File: config.mk
export PLATFORM = sky130hd
export DESIGN_NAME = csqr_sqrt_cell
export DESIGN_NICKNAME = d
export VERILOG_FILES = /design/src/rtl/csqr_sqrt_cell.sv
export SDC_FILE = /design/constraint.sdc
export NUM_CORES = 1
export LEC_CHECK = 0
export ABC_AREA = 0
export BUFFER_PORTS_ARGS = -buffer_cell sky130_fd_sc_hd__buf_4
export CAP_MARGIN = 15
export CORE_MARGIN = 2
export CORE_UTILIZATION = 45
export CTS_CLUSTER_DIAMETER = 50
export DETAILED_ROUTE_END_ITERATION = 8
export PLACE_DENSITY = 0.84
export SLEW_MARGIN = 15
export SYNTH_ARGS = -nofsm -noshare
export SYNTH_HDL_FRONTEND = slang
export SYNTH_SLANG_ARGS = --single-unit
File: constraint.sdc
create_clock -name clock -period 3.5 [get_ports clock]
set_clock_uncertainty 0.15 [all_clocks]
set_input_delay 0.7 -clock clock [delete_from_list [all_inputs] [get_ports clock]]
set_output_delay 0.7 -clock clock [all_outputs]
set_load 0.03 [all_outputs]
File: src/rtl/csqr_sqrt_cell.sv
// ----------------------------------------------------------------------------
// csqr_sqrt_cell: one digit step of an integer square root chain
// Consumes the top two radicand bits, decides one root bit and registers the
// partial root, partial remainder and the item's side data for the next cell.
// ----------------------------------------------------------------------------
module csqr_sqrt_cell #(
   parameter int ROOT_W = 16,
   parameter int SIDE_W = 8
) (
   input  logic                  clock,
   input  logic                  reset,
   input  logic                  en,
   input  logic                  in_valid,
   input  logic [2*ROOT_W-1:0]   in_rad,
   input  logic [ROOT_W+1:0]     in_rem,
   input  logic [ROOT_W-1:0]     in_root,
   input  logic [SIDE_W-1:0]     in_side,
   output logic                  out_valid,
   output logic [2*ROOT_W-1:0]   out_rad,
   output logic [ROOT_W+1:0]     out_rem,
   output logic [ROOT_W-1:0]     out_root,
   output logic [SIDE_W-1:0]     out_side
);

   logic                  valid_ff;
   logic [2*ROOT_W-1:0]   rad_ff, rad_in;
   logic [ROOT_W+1:0]     rem_ff, rem_in;
   logic [ROOT_W-1:0]     root_ff, root_in;
   logic [SIDE_W-1:0]     side_ff;
   logic [ROOT_W+3:0]     rem_sh, trial, diff;
   logic                  ge;

   // Trial subtraction of (4*root + 1) from the shifted remainder.
   assign rem_sh  = {in_rem, in_rad[2*ROOT_W-1 -: 2]};
   assign trial   = {2'b00, in_root, 2'b01};
   assign ge      = (rem_sh >= trial);
   assign diff    = rem_sh - trial;
   assign rem_in  = ge ? diff[ROOT_W+1:0] : rem_sh[ROOT_W+1:0];
   assign root_in = {in_root[ROOT_W-2:0], ge};
   assign rad_in  = {in_rad[2*ROOT_W-3:0], 2'b00};

   always_ff @(posedge clock) begin
      if (reset) begin
         valid_ff <= 1'b0;
      end else if (en) begin
         valid_ff <= in_valid;
      end
      if (en) begin
         rad_ff  <= rad_in;
         rem_ff  <= rem_in;
         root_ff <= root_in;
         side_ff <= in_side;
      end
   end

   assign out_valid = valid_ff;
   assign out_rad   = rad_ff;
   assign out_rem   = rem_ff;
   assign out_root  = root_ff;
   assign out_side  = side_ff;

endmodule

==> summary.txt, run 1 <==
Worst-path clk slew -> 0.07 ns
area of the multi-input gates -> 0.00110 mm2
PortBufs -> 150
unique cell type count in the Yosys netlist -> 45
worst setup margin -> 0.761 ns
arrival time worst endpoint -> 2.68 ns
clock sink count -> 73
Hold WS -> 0.360 ns
DRT iter0 DRCs -> 148
Setup crit start kind -> primary input
Slew @ Worst Pin -> 0.911 ns
fin util -> 65.8%
Yosys top cell area share -> 63.7%
ranking of synthesized cells by area -> edfxtp_1 (64%), ha_1 (6.6%), xnor2_1 (3.4%), mux2_4 (3.1%), mux2_2 (3.0%)
Peak VDD IR -> 0.000200 V
Setup TNS -> 0 ns
initial antenna violation count -> 0
post-CTS setup buffer count -> 0
min-delay src -> reset
FF/Latch Area -> 0.00218 mm2
CTS resizes -> 0
top-count cell post-synth -> edfxtp_1
max-cap violations -> 0
GRT Util Overall -> 19.4%
status -> finished clean
largest net degree at the start of global routing -> 74
hold_buf cts -> 0
H-tree depth -> 3
FMAX -> 365 MHz
CP Data Required Time -> 3.44 ns
Static Leak -> 2.10 nW
sequential fraction of the synthesis area -> 64.3%
total CTS buffers -> 9
# fillers -> 547
Async SR Flop Fraction -> 0%
clk_lat worst skew -> 0.34 ns
Post-Synthesis Cells -> 226
Die Width -> 90.8 um
via density per instance -> 5.03
Power, Total -> 2.32 mW
Synth Cell Area -> 0.00339 mm2
Clock Path Buffers -> 2
vias in the first global route -> 2420
placed instance count -> 474
Hold Path Class -> in2reg
Crit Reg-Reg Startpoint -> out_valid
synthesis-to-layout area growth -> 41.4%
worst-case reg-to-reg path depth -> 2
Site Rows -> 31
Post-synth top flop -> edfxtp_1
critical path class -> in2reg
most frequent cells after synthesis -> edfxtp_1 (72), inv_1 (19), ha_1 (18)
Pins Over Slew Limit -> 0
die height -> 90.8 um
CTS tree -> yes
Max transition margin -> 39.3%
Yosys top cell by area -> edfxtp_1
gp weighted congestion -> 0.776
router iterations before antenna repair -> 4
Final period util -> 78.3%
CORE AREA -> 0.00729 mm2
Antenna Nets Post-Route -> 0
first-pass GRT wire length -> 12300 um
placement-stage cell area -> 0.00462 mm2
layout cell share with drive strength beyond 1 -> 49.9%
Crit Path Max Fanout -> 7
Hold Crit Depth -> 2
mean post-synth cell area -> 15.0 um2
R2R Setup Slk -> 2.74 ns
CTS Root Cell -> clkbuf_8
DRC -> 0
yosys warns -> 0
drt total wl -> 8050 um
Tmin final -> 2.74 ns
NumNets Final -> 482
DIE AREA -> 0.00825 mm2
# setup viols final -> 0
placed wire-length estimate -> 5950 um
Worst R2R End -> out_valid
setup slack at placement -> 0.432 ns
final std cells w/o fill -> 490
Final Hold Vio Count -> 0
Hold Path End -> out_valid
average wire per standard cell -> 16.4 um
#FFs+latches synth -> 73
DR vias -> 2464
Starting Density -> 46.5%
unrepaired setup endpoints after global routing -> no
Ant. Diodes -> 0
Setup crit end kind -> flop
PwrDens -> 483 mW/mm2
total grt overflow -> 0
final non-filler cell area -> 0.00480 mm2
number of synthesized flops with an enable pin -> 72
Ports -> 153
## worst max-delay path: stages
cell      delay, ns
buf_4          0.11
ha_1           0.40
a211oi_2       0.25
nor2_1         0.09
o41a_1         0.33
a31oi_2        0.23
o21ai_0        0.14
xor2_1         0.16
mux2_4         0.26
## registers in the layout (all words and copies together), names as in the netlist
register   flops
out_root      16
out_rem       18
out_side       8
out_rad       30
out_valid      1
## worst max-delay path by stage
stage                    start          end  slack (ns)  cells past startpoint
floorplan           in_root[0]  out_rem[10]        0.62                     10
global placement     in_rem[7]   out_rem[4]        0.47                      9
detailed placement   in_rem[7]   out_rem[8]        0.43                      9
CTS                 in_root[7]   out_rem[4]        0.79                     10
global route        in_root[7]   out_rem[2]        0.65                     10
finish               in_rem[6]  out_rem[15]        0.76                      9
## routing by layer
layer / share of wire (%) / wire (um) / GRT usage [%] / vias up
li1: - / - / - / 1159
met1: 38 / 3060 / 21.4 / 1170
met2: 51 / 4130 / 34.0 / 122
met3: 8.5 / 687 / 7.35 / 13
met4: 2.1 / 171 / 7.45 / 0
met5: 0 / 0 / 0 / -
## kinds of logic (layout without fill, tap and decap cells)
group | Yosys count | count (layout) | synth area share, %
and+or+nand+nor | 35 | 35 | 5.02
DFF | 73 | 73 | 64.3
buffers and inverters | 24 | 188 | 3.43
muxes | 18 | 18 | 6.68
xor gates and xnor gates | 17 | 17 | 4.39
AOI/OAI and AO/OA | 40 | 40 | 9.41
adders and majority gates | 18 | 18 | 6.64
other | 1 | 2 | 0.111
## report_power, final
group,internal [mW],total [mW],switching [mW]
combinational,0.281,0.641,0.360
clock,0.276,0.587,0.311
sequential,1.07,1.09,0.0248
total,1.62,2.32,0.696
## cell type report
cell class	count	share of cell area, %
clock inverters	5	0.678
inverters	19	1.49
multi-input cells	130	22.9
clock buffers	11	2.95
flip-flops and latches	73	45.5
repair buffers	153	23.9
well taps	99	2.58
## placed cells by master, fill, tap and decap left out, types with 2 or more instances in the layout
master and instances:
a211oi_2 2, a21oi_1 10, a21oi_2 2, a31oi_1 2, and3_1 2, buf_4 153
clkbuf_8 10, clkinv_2 3, clkinv_4 2, conb_1 2, edfxtp_1 72, ha_1 18
inv_1 19, mux2_2 9, mux2_4 7, mux2i_1 2, nand2_1 10, nand2b_1 2
nand3_1 2, nand4_1 2, nor2_1 11, nor3_1 2, o21a_1 3, o21ai_0 3
o21ai_1 3, o21bai_1 2, xnor2_1 13, xor2_1 4
No activity file was read; power rests on OpenSTA's default activity.
==> run 2: changes to the inputs <==
CORE_UTILIZATION = 42   (was 45)
PLACE_DENSITY = 0.83   (was 0.84)
clock period = 2.5 ns   (was 3.5 ns; I/O delays follow)
==> run 2 against run 1 <==
Count of clock-buffer cells in the layout up 1; combinational power up 58%; sequential power up 40%; via count up 4.5%; sequential share of layout area down 4.0 points; setup slack worse by 0.72 ns; flip-flop and latch count unchanged; critical path type unchanged; die area up 6.8%.
==> summary.txt, run 2 (synthesized netlist as in run 1, its figures left out) <==
status -> finished clean
first-pass GRT wire length -> 12700 um
Clock Path Buffers -> 2
Setup crit end kind -> flop
DRT iter0 DRCs -> 87
Setup TNS -> 0 ns
CTS Root Cell -> clkbuf_8
Final Hold Vio Count -> 0
Pins Over Slew Limit -> 0
Slew @ Worst Pin -> 0.518 ns
crit path from -> in_rem[9]
clk_lat worst skew -> 0.34 ns
arrival time worst endpoint -> 2.41 ns
CORE AREA -> 0.00777 mm2
clock sink count -> 73
Die Width -> 93.9 um
Peak VDD IR -> 0.000257 V
CP Data Required Time -> 2.44 ns
Worst R2R End -> out_valid
DIE AREA -> 0.00881 mm2
Crit Path Max Fanout -> 5
most frequent cells in the layout -> buf_4 (199), edfxtp_1 (72), inv_1 (18), xnor2_1 (13), ha_1 (13)
fin util -> 67.7%
largest net degree at the start of global routing -> 41
setup slack at placement -> -0.555 ns
unrepaired setup endpoints after global routing -> no
NumNets Final -> 530
most common cell after layout, fill and taps aside -> buf_4
max-cap violations -> 0
drt total wl -> 8520 um
placed instance count -> 522
PortBufs -> 150
Power, Total -> 3.40 mW
H-tree depth -> 3
Max transition margin -> 65.5%
worst-case reg-to-reg path depth -> 2
Ant. Diodes -> 0
Final period util -> 98.6%
Ports -> 153
final std cells w/o fill -> 541
vias in the first global route -> 2657
die height -> 93.9 um
gp weighted congestion -> 0.849
Antenna Nets Post-Route -> 0
total CTS buffers -> 9
# setup viols final -> 0
Setup crit start kind -> primary input
hold_buf cts -> 0
synthesis-to-layout area growth -> 55.1%
CP endpoint -> out_rem[14]
Static Leak -> 2.35 nW
Site Rows -> 32
total grt overflow -> 0
DR vias -> 2574
Tmin final -> 2.46 ns
Starting Density -> 43.7%
layout cell share with drive strength beyond 1 -> 57.4%
initial antenna violation count -> 0
DRC -> 0
Hold Path Class -> in2reg
critical path class -> in2reg
R2R Setup Slk -> 1.73 ns
average wire per standard cell -> 15.7 um
Worst-path clk slew -> 0.07 ns
GRT Util Overall -> 19.2%
router iterations before antenna repair -> 4
FMAX -> 406 MHz
worst setup margin -> 0.0362 ns
CTS tree -> yes
Crit Reg-Reg Startpoint -> out_valid
PwrDens -> 647 mW/mm2
max reg flops -> 30
placed wire-length estimate -> 6690 um
via density per instance -> 4.76
## run 2: cell types whose count changed in the layout (fill, tap and decap cells not counted), moves of 2 or more
cell    before  now
buf_4      153  199
buf_12       0    2
ha_2         0    2
ha_1        18   13
ha_4         0    3
## run 2: report_power, final
group	switching (mW)	leakage (nW)	internal, mW
clock network	0.449	0.0967	0.417
logic	0.532	1.54	0.477
registers	0.0358	0.713	1.49
total	1.02	2.35	2.39
## run 2: layout make-up
class	count	area [um2]
well taps	102	128
clock inverters	4	27.5
multi-input cells	130	1160
flip-flops and latches	73	2180
inverters	19	71.3
fillers	557	2510
repair buffers	201	1530
clock buffers	12	155
## run 2: metrics by stage
step	hold slack, ns	cell area [um2]
after detailed placement	0.388	5030
after CTS	0.150	5250
after global placement	0.328	5030
after floorplan	0.422	3460
final	0.160	5260
after global routing	0.144	5260
## run 2: worst min path at each step
stage / startpoint / to / slack, ns / depth (start not counted)
CTS: reset / out_valid / 0.15 / 2
floorplan: reset / out_valid / 0.42 / 1
global placement: out_valid / out_valid / 0.33 / 2
finish: reset / out_valid / 0.16 / 2
global route: reset / out_valid / 0.14 / 2
detailed placement: out_valid / out_valid / 0.39 / 2
## run 2: timing repair
action	4_1_cts	5_1_grt
pin swaps	1	2
setup buffers	2	1
resized for setup	1	3
setup endpoints to repair	18	8
## run 2: layer usage
layer,global-route usage [%],up-vias,routed length [um],share of wire (%)
met3,6.34,11,745,8.7
met5,0,-,0,0
met2,36.4,109,4610,54
met4,4.35,0,91,1.1
met1,20.3,1201,3070,36
li1,-,1253,-,-
## run 2: critical path, cell delays in order
cell and delay [ns]:
buf_4 0.11, ha_1 0.35, and3_1 0.22, buf_4 0.15, a221o_1 0.29, a31oi_1 0.14
o21ai_1 0.09, a21oi_1 0.19, xnor2_1 0.09, mux2_4 0.26
