### config.mk
export PLATFORM = sky130hd
export DESIGN_NAME = csqr_div_cell
export DESIGN_NICKNAME = d
export VERILOG_FILES = /design/src/rtl/csqr_div_cell.sv
export SDC_FILE = /design/constraint.sdc
export NUM_CORES = 1
export LEC_CHECK = 0
export BUFFER_PORTS_ARGS = -buffer_cell sky130_fd_sc_hd__buf_4
export CORE_UTILIZATION = 49
export CTS_CLUSTER_DIAMETER = 80
export DETAILED_ROUTE_END_ITERATION = 16
export PLACE_DENSITY = 0.84
export SLEW_MARGIN = 20
export SYNTH_ARGS = -nofsm -noshare
export SYNTH_HDL_FRONTEND = slang
export SYNTH_SLANG_ARGS = --single-unit
export TNS_END_PERCENT = 50
### constraint.sdc
create_clock -name clock -period 7.8 [get_ports clock]
set_input_delay 1.56 -clock clock [delete_from_list [all_inputs] [get_ports clock]]
set_output_delay 1.56 -clock clock [all_outputs]
set_load 0.1 [all_outputs]
### src/rtl/csqr_div_cell.sv
// ----------------------------------------------------------------------------
// csqr_div_cell: one bit step of a restoring division chain
// Brings down one numerator bit, decides one quotient bit and registers the
// partial remainder, partial quotient, divisor and side data.
// ----------------------------------------------------------------------------
module csqr_div_cell #(
   parameter int NUM_W  = 29,
   parameter int DEN_W  = 15,
   parameter int SIDE_W = 3
) (
   input  logic               clock,
   input  logic               reset,
   input  logic               en,
   input  logic               in_valid,
   input  logic [NUM_W-1:0]   in_num,
   input  logic [DEN_W-1:0]   in_rem,
   input  logic [NUM_W-1:0]   in_quo,
   input  logic [DEN_W-1:0]   in_den,
   input  logic [SIDE_W-1:0]  in_side,
   output logic               out_valid,
   output logic [NUM_W-1:0]   out_num,
   output logic [DEN_W-1:0]   out_rem,
   output logic [NUM_W-1:0]   out_quo,
   output logic [DEN_W-1:0]   out_den,
   output logic [SIDE_W-1:0]  out_side
);

   logic               valid_ff;
   logic [NUM_W-1:0]   num_ff, num_in;
   logic [DEN_W-1:0]   rem_ff, rem_in;
   logic [NUM_W-1:0]   quo_ff, quo_in;
   logic [DEN_W-1:0]   den_ff;
   logic [SIDE_W-1:0]  side_ff;
   logic [DEN_W:0]     rem_sh, diff;
   logic               ge;

   // The remainder stays below the divisor, so DEN_W bits hold it.
   assign rem_sh = {in_rem, in_num[NUM_W-1]};
   assign ge     = (rem_sh >= {1'b0, in_den});
   assign diff   = rem_sh - {1'b0, in_den};
   assign rem_in = ge ? diff[DEN_W-1:0] : rem_sh[DEN_W-1:0];
   assign quo_in = {in_quo[NUM_W-2:0], ge};
   assign num_in = {in_num[NUM_W-2:0], 1'b0};

   always_ff @(posedge clock) begin
      if (reset) begin
         valid_ff <= 1'b0;
      end else if (en) begin
         valid_ff <= in_valid;
      end
      if (en) begin
         num_ff  <= num_in;
         rem_ff  <= rem_in;
         quo_ff  <= quo_in;
         den_ff  <= in_den;
         side_ff <= in_side;
      end
   end

   assign out_valid = valid_ff;
   assign out_num   = num_ff;
   assign out_rem   = rem_ff;
   assign out_quo   = quo_ff;
   assign out_den   = den_ff;
   assign out_side  = side_ff;

endmodule

==> results by group, run 1 <==
Hold path
  – Worst min-delay path startpoint: out_valid$_SDFFE_PP0P_
  – Hold-critical path depth: 2
  – Hold Crit Class: reg -> reg
  – WHS Endpoint: out_valid$_SDFFE_PP0P_

Clock network
  – Clock tree root buffer cell: clkbuf_8
  – Number of buffers added to fix hold violations after cts: 0
  – Clock tree from TritonCTS: done
  – Longest Clk Path Bufs: 2
  – Total CTS buffers: 9
  – Resized Gates After CTS: 0
  – Post CTS Setup Buffer Count: 0
  – Number of levels the H-tree was split into: 3
  – Clock slew at the register clock pins of the worst setup and hold paths: about 0.09 ns
  – Clock network latency to the later pin of the worst-skew pair: ~0.35 ns
  – Clock sink total: 91

Yosys
  – Number of distinct standard cells referenced by the synthesized netlist: 47
  – Post-synth EDFFs: 90
  – Synth area leaders: edfxtp_1 71%, ha_1 4.9%, mux2_4 2.4%
  – Synth area leader: edfxtp_1
  – Sequential cell area fraction in the yosys report: 0.711
  – Most instantiated cells after synthesis: 90 x edfxtp_1, 21 x inv_1, 15 x ha_1, 15 x nor2_1, 14 x a21oi_1
  – Cell count after synthesis: 243
  – Most frequent cell after synthesis: edfxtp_1
  – Number of register bits inferred by synthesis: 91
  – Syn Area/Cell: between 15 and 20 um2
  – Synthesized Nets: about 350
  – Most common flop cell mapped by yosys: edfxtp_1
  – Share of the synthesized area in the top cell type: 0.705
  – Fraction of synthesis flops using an asynchronous set or reset pin: 0
  – Cell area after synthesis: 3830 um2
  – Synth Warn #: 0

Floorplanning
  – Die boundary width: about 90 um
  – Initial Util: 0.517
  – Count of standard-cell rows: 31
  – Boundary Pins: 187
  – Floorplan die area: 8180 um2
  – Core Footprint: between 7000 and 8000 um2
  – Overall die height: 90.4 um

Power and ir drop
  – Worst VDD drop: 0.000156 V
  – Standby leakage power: between 2 and 2.5 nW
  – Cell area power density: approximately 270 nW/um2

Global routing
  – Total congestion overflow: 0
  – Largest net degree at the start of global routing: 54
  – Vias in the first global route: around 2700
  – Global router's overall resource usage: 0.238
  – Initial antenna violation count: 0
  – Wire length of the first global-routing pass: 14.5 mm

Timing
  – Pin slew with the least headroom to its limit: between 0.7 and 0.8 ns
  – Sum of negative setup slack: 0 ns
  – Portion of the clock cycle consumed by the worst path in the final layout: 0.489
  – Fmax: about 260 MHz
  – Max-Slew Margin vs Limit: 0.475
  – Unrepaired setup endpoints after global routing: no
  – Worst setup margin: ~4 ns
  – Count of final max-slew check failures: 0
  – Number of failing setup endpoints in the final timing report: 0
  – Post-layout min period: roughly 3.8 ns
  – Final number of hold-violating endpoints: 0
  – Clock tree skew after final layout: 0 ns

Drt
  – Total wirelength of the detailed-routed design: ~9.4 mm
  – Iteration-0 DRC count of the detailed router: 92
  – DRC errors left: 0
  – Drt first pass iters: 4
  – Via count: roughly 2700
  – Number of antenna-violating nets in the routed design: 0
  – Via-per-instance ratio: around 5
  – Routed WL per cell: around 17 um

Placement
  – Input/output buffers: between 150 and 200
  – Number of placed instances with taps included: around 520
  – Final weighted congestion in routability-driven placement: 0.813
  – HPWL after detailed placement: roughly 7.2 mm
  – Worst Setup Slack post-DPL: ~3.6 ns

Worst setup path
  – Critical Path, Cell by Cell: buf_4 > inv_1 > ha_1 > fa_1 > nor2b_1 > o22a_1 > o21ai_1 > a31oi_4 > mux2_2
  – Critical path arrival: 3.93 ns
  – Crit-path max FO: 22
  – Required time at the endpoint of the critical path: between 7 and 8 ns
  – CP Launch Type: input port
  – Category of the most critical setup path: in -> reg
  – Number of buffer and inverter instances along the worst setup path: 2
  – Kind of cell with the highest combined delay on the critical path: compound AO/OA/AOI/OAI gates
  – Crit-path slowest cell: a31oi_4
  – Category of the worst setup path capture point: flop
  – R2r endpoint: out_valid$_SDFFE_PP0P_
  – R2R Setup Slk: between 7 and 8 ns
  – Worst R2R Start: out_valid$_SDFFE_PP0P_
  – Largest stage delay, worst path: ~0.67 ns
  – R2R cell count: 2

Cells and area
  – Fraction of layout instances using a drive strength above 1: 0.490
  – Number of cells in the finished layout apart from fillers: approximately 540
  – Final net count: about 550
  – Area added between synthesis and finish: 43.7%
  – # diodes: 0

Run status
  – Result of the run: complete, no violations

Run
  – Maximum capacitance violations: 0
per-layer routing:
metal  GRT usage  up-vias  part of all wire
met1       0.283     1298              0.38
met3      0.0682       19             0.062
met5           0        -                 0
met2       0.420      129              0.54
met4      0.0699        0             0.020
li1            -     1286                 -
worst max-delay path by stage:
stage,from,to,cells past startpoint
CTS,in_num[28],out_rem[3]$_DFFE_PP_,9
finish,in_num[28],out_rem[3]$_DFFE_PP_,9
detailed placement,in_num[28],out_rem[3]$_DFFE_PP_,9
global placement,in_num[28],out_rem[2]$_DFFE_PP_,9
global route,in_num[28],out_rem[3]$_DFFE_PP_,9
floorplan,in_num[28],out_rem[12]$_DFFE_PP_,9
registers in the layout, summed over array words and instances, names as in the netlist:
register and cells:
out_side 3, out_num 28, out_quo 29, out_den 15, out_rem 15, out_valid 1
logic make-up after synthesis:
logic type,share of synthesized area
compound gates,0.0866
xor+xnor,0.0206
fa+ha+maj,0.0542
buf+inv,0.0300
flops,0.711
mux,0.0372
other cells,0.000979
simple gates,0.0598
tightest hold or removal path: cells and delay by family (launching register included):
kind / cells / cell delay [ns]
flip-flops: 1 / 0.33
multiplexers: 1 / 0.12
AND/OR/NAND/NOR: 1 / 0.05
report_power, final:
group / internal (mW) / total (mW) / switching (mW)
Clock: 0.151 / 0.322 / 0.171
Sequential: 0.591 / 0.604 / 0.0132
Combinational: 0.131 / 0.544 / 0.413
Total: 0.873 / 1.47 / 0.598
cell usage in the layout, fill, tap and decap left out, drive strengths merged, types with 3 or more instances in the layout:
cell	instances
o21a	5
nand2	11
mux2i	3
nor2	15
edfxtp	90
buf	185
a211oi	3
a21oi	14
xor2	4
inv	23
xnor2	5
a31oi	3
o21ai	8
nor3b	4
clkbuf	10
mux2	8
ha	15
area by class of cell:
cell class | count | area (um2)
flip-flops and latches | 91 | 2720
fillers | 488 | 1900
repair buffers | 185 | 1390
multi-input cells | 126 | 993
clock buffers | 10 | 128
well taps | 99 | 124
inverters | 21 | 78.8
clock inverters | 6 | 71.3
per-stage QoR:
stage	area, um2	util	total power, mW	hold WS [ns]
finish	5510	0.743	1.47	0.542
global route	5510	0.743	1.52	0.590
CTS	5510	0.743	1.48	0.540
detailed placement	5310	0.716	1.16	0.505
global placement	5310	0.716	1.15	0.481
floorplan	3830	-	1.03	0.971
No activity file was read; power rests on OpenSTA's default activity.
==> run 2: changes to the inputs <==
--- a/config.mk
+++ b/config.mk
@@ -6,10 +6,10 @@
 export NUM_CORES = 1
 export LEC_CHECK = 0
 export BUFFER_PORTS_ARGS = -buffer_cell sky130_fd_sc_hd__buf_4
-export CORE_UTILIZATION = 49
+export CORE_UTILIZATION = 41
 export CTS_CLUSTER_DIAMETER = 80
 export DETAILED_ROUTE_END_ITERATION = 16
-export PLACE_DENSITY = 0.84
+export PLACE_DENSITY = 0.75
 export SLEW_MARGIN = 20
 export SYNTH_ARGS = -nofsm -noshare
 export SYNTH_HDL_FRONTEND = slang
==> constraint.sdc (replaced) <==
create_clock -name clock -period 3.31 [get_ports clock]
set_input_delay 0.662 -clock clock [delete_from_list [all_inputs] [get_ports clock]]
set_output_delay 0.662 -clock clock [all_outputs]
set_load 0.1 [all_outputs]
==> run 2 against run 1 <==
Critical path depth rose by 1. Clock skew unchanged. Routed wire length up 2.3%. Highest routed layer unchanged. Critical endpoint unchanged.
==> results by group, run 2 (same netlist as run 1, synthesis figures left out) <==
Drt
  – Iteration-0 DRC count of the detailed router: 122 (+33%)
  – Number of antenna-violating nets in the routed design: 0 (unchanged)
  – Total wirelength of the detailed-routed design: 9.60 mm (+2.3%)
  – Via count: 2773 (+1.5%)
  – Routed WL per cell: 17.5 um (+0.21%)
  – Via-per-instance ratio: 5.05 (-0.53%)
  – DRC errors left: 0 (unchanged)
  – Drt first pass iters: 5 (+1)

Floorplanning
  – Initial Util: 0.431 (-0.0862)
  – Boundary Pins: 187 (unchanged)
  – Count of standard-cell rows: 34 (+9.7%)
  – Floorplan die area: 9730 um2 (+19%)
  – Core Footprint: 8890 um2 (+20%)
  – Overall die height: 98.7 um (+9.1%)
  – Die boundary width: 98.7 um (+9.1%)

Cells and area
  – # diodes: 0 (unchanged)
  – Leading cell type in the layout, fill and taps excluded: buf_4
  – Final net count: 547 (+0.37%)
  – Number of cells in the finished layout apart from fillers: 549 (+2.0%)
  – Area added between synthesis and finish: 44.9%
  – Fraction of layout instances using a drive strength above 1: 0.494 (+0.00458)
  – Final core utilization: 0.624 (-0.119)
  – Most used cells in the layout excluding fill and tap cells: 186 x buf_4, 90 x edfxtp_1, 21 x inv_1
  – Largest register FFs: 29 (unchanged)

Clock network
  – Clock tree root buffer cell: clkbuf_8
  – Clock tree from TritonCTS: done
  – Number of levels the H-tree was split into: 3 (unchanged)
  – Total CTS buffers: 9 (unchanged)
  – Clock slew at the register clock pins of the worst setup and hold paths: 0.09 ns (about the same)
  – Resized Gates After CTS: 0 (unchanged)
  – Number of buffers added to fix hold violations after cts: 0 (unchanged)
  – Longest Clk Path Bufs: 2 (unchanged)
  – Clock network latency to the later pin of the worst-skew pair: 0.35 ns (about the same)
  – Post CTS Setup Buffer Count: 0 (unchanged)
  – Clock sink total: 91 (unchanged)

Timing
  – Sum of negative setup slack: 0 ns (unchanged)
  – Final number of hold-violating endpoints: 0 (unchanged)
  – Post-layout min period: 2.57 ns
  – Pin slew with the least headroom to its limit: 0.660 ns (-0.127 ns)
  – Portion of the clock cycle consumed by the worst path in the final layout: 0.776
  – Number of failing setup endpoints in the final timing report: 0 (unchanged)
  – Fmax: 389 MHz
  – Unrepaired setup endpoints after global routing: no
  – Max-Slew Margin vs Limit: 0.560 (+0.0848)
  – Count of final max-slew check failures: 0 (unchanged)
  – Clock tree skew after final layout: 0 ns (unchanged)

Worst setup path
  – Number of buffer and inverter instances along the worst setup path: 3 (+1)
  – Kind of cell with the highest combined delay on the critical path: adder cells
  – Crit path launch: in_num[28]
  – Required time at the endpoint of the critical path: 3.42 ns (-4.50 ns)
  – Crit-path slowest cell: fa_1
  – Crit-path max FO: 22 (unchanged)
  – Critical path arrival: 2.68 ns (-1.25 ns)
  – Category of the worst setup path capture point: flop
  – Largest stage delay, worst path: 0.41 ns (-0.26 ns)
  – Worst R2R Start: out_valid$_SDFFE_PP0P_
  – CP Launch Type: input port
  – Category of the most critical setup path: in -> reg
  – Critical Path, Cell by Cell: buf_4 > inv_1 > ha_1 > fa_1 > nor2b_1 > o22a_1 > o21ai_1 > a31oi_4 > buf_12 > mux2_2

Run
  – Maximum capacitance violations: 0 (unchanged)

Hold path
  – Worst min-delay path startpoint: reset
  – Hold Crit Class: in -> reg

Placement
  – Input/output buffers: 184 (unchanged)
  – HPWL after detailed placement: 7.41 mm (+3.0%)
  – Final weighted congestion in routability-driven placement: 0.807 (-0.64%)
  – Number of placed instances with taps included: 533 (+2.1%)

Global routing
  – Grt peak-use layer: met2
  – Vias in the first global route: 2688 (-1.3%)
  – Total congestion overflow: 0 (unchanged)
  – Global router's overall resource usage: 0.198 (-0.0403)
  – Met2 Track Usage GR: 0.361 (-0.0597)
  – GR met1 Demand/Resource: 0.221 (-0.0621)
  – Largest net degree at the start of global routing: 52 (-3.7%)
  – Initial antenna violation count: 0 (unchanged)
  – Met3 capacity usage during global routing: 0.0617 (-0.00648)
  – Wire length of the first global-routing pass: 14.3 mm (-1.5%)

Power and ir drop
  – Cell area power density: 628 nW/um2 (+140%)
  – Standby leakage power: 2.43 nW (+1.1%)
  – Worst VDD drop: 0.000284 V (+81%)

Run status
  – Result of the run: complete, no violations
## run 2: cell count changes in the layout (fill, tap and decap cells not counted), sizes merged
cell      change
clkinv        +1
clkinvlp      -2
buf           +2
clkbuf        -1
inv           +2
## run 2: path summary, 6_finish.rpt
kind	endpoint	slack (ns)	cells after the start
setup / recovery	out_rem[3]$_DFFE_PP_	0.74	10
setup reg to reg	out_valid$_SDFFE_PP0P_	2.72	2
hold reg to reg	out_valid$_SDFFE_PP0P_	0.52	2
hold / removal	out_valid$_SDFFE_PP0P_	0.46	2
## run 2: where the power goes
| part | switching (mW) | internal [mW] |
|---|---|---|
| Sequential | 0.0294 | 1.39 |
| Combinational | 0.978 | 0.315 |
| Clock | 0.410 | 0.363 |
## run 2: final cells by class
| type | count | area (um2) |
|---|---|---|
| Clock buffer | 9 | 124 |
| Clock inverter | 7 | 81.3 |
| Fill cell | 703 | 3340 |
| Inverter | 21 | 78.8 |
| Multi-Input combinational cell | 126 | 993 |
| Sequential cell | 91 | 2720 |
| Tap cell | 108 | 135 |
| Timing Repair Buffer | 187 | 1420 |
## run 2: routing by layer
layer / up-vias / share of wire
met4: 0 / 0.014
met1: 1347 / 0.38
met5: - / 0
met3: 12 / 0.069
met2: 119 / 0.54
li1: 1295 / -
## run 2: metrics by stage
step           hold slack [ns]  setup WS, ns  total power [mW]  cell area (um2)
2_1_floorplan            0.734         0.637              2.42             3830
3_3_place_gp             0.481         0.389              2.73             5350
3_5_place_dp             0.497         0.362              2.74             5350
4_1_cts                  0.440         0.757              3.52             5550
5_1_grt                  0.439         0.598              3.61             5550
6_report                 0.457         0.740              3.49             5550
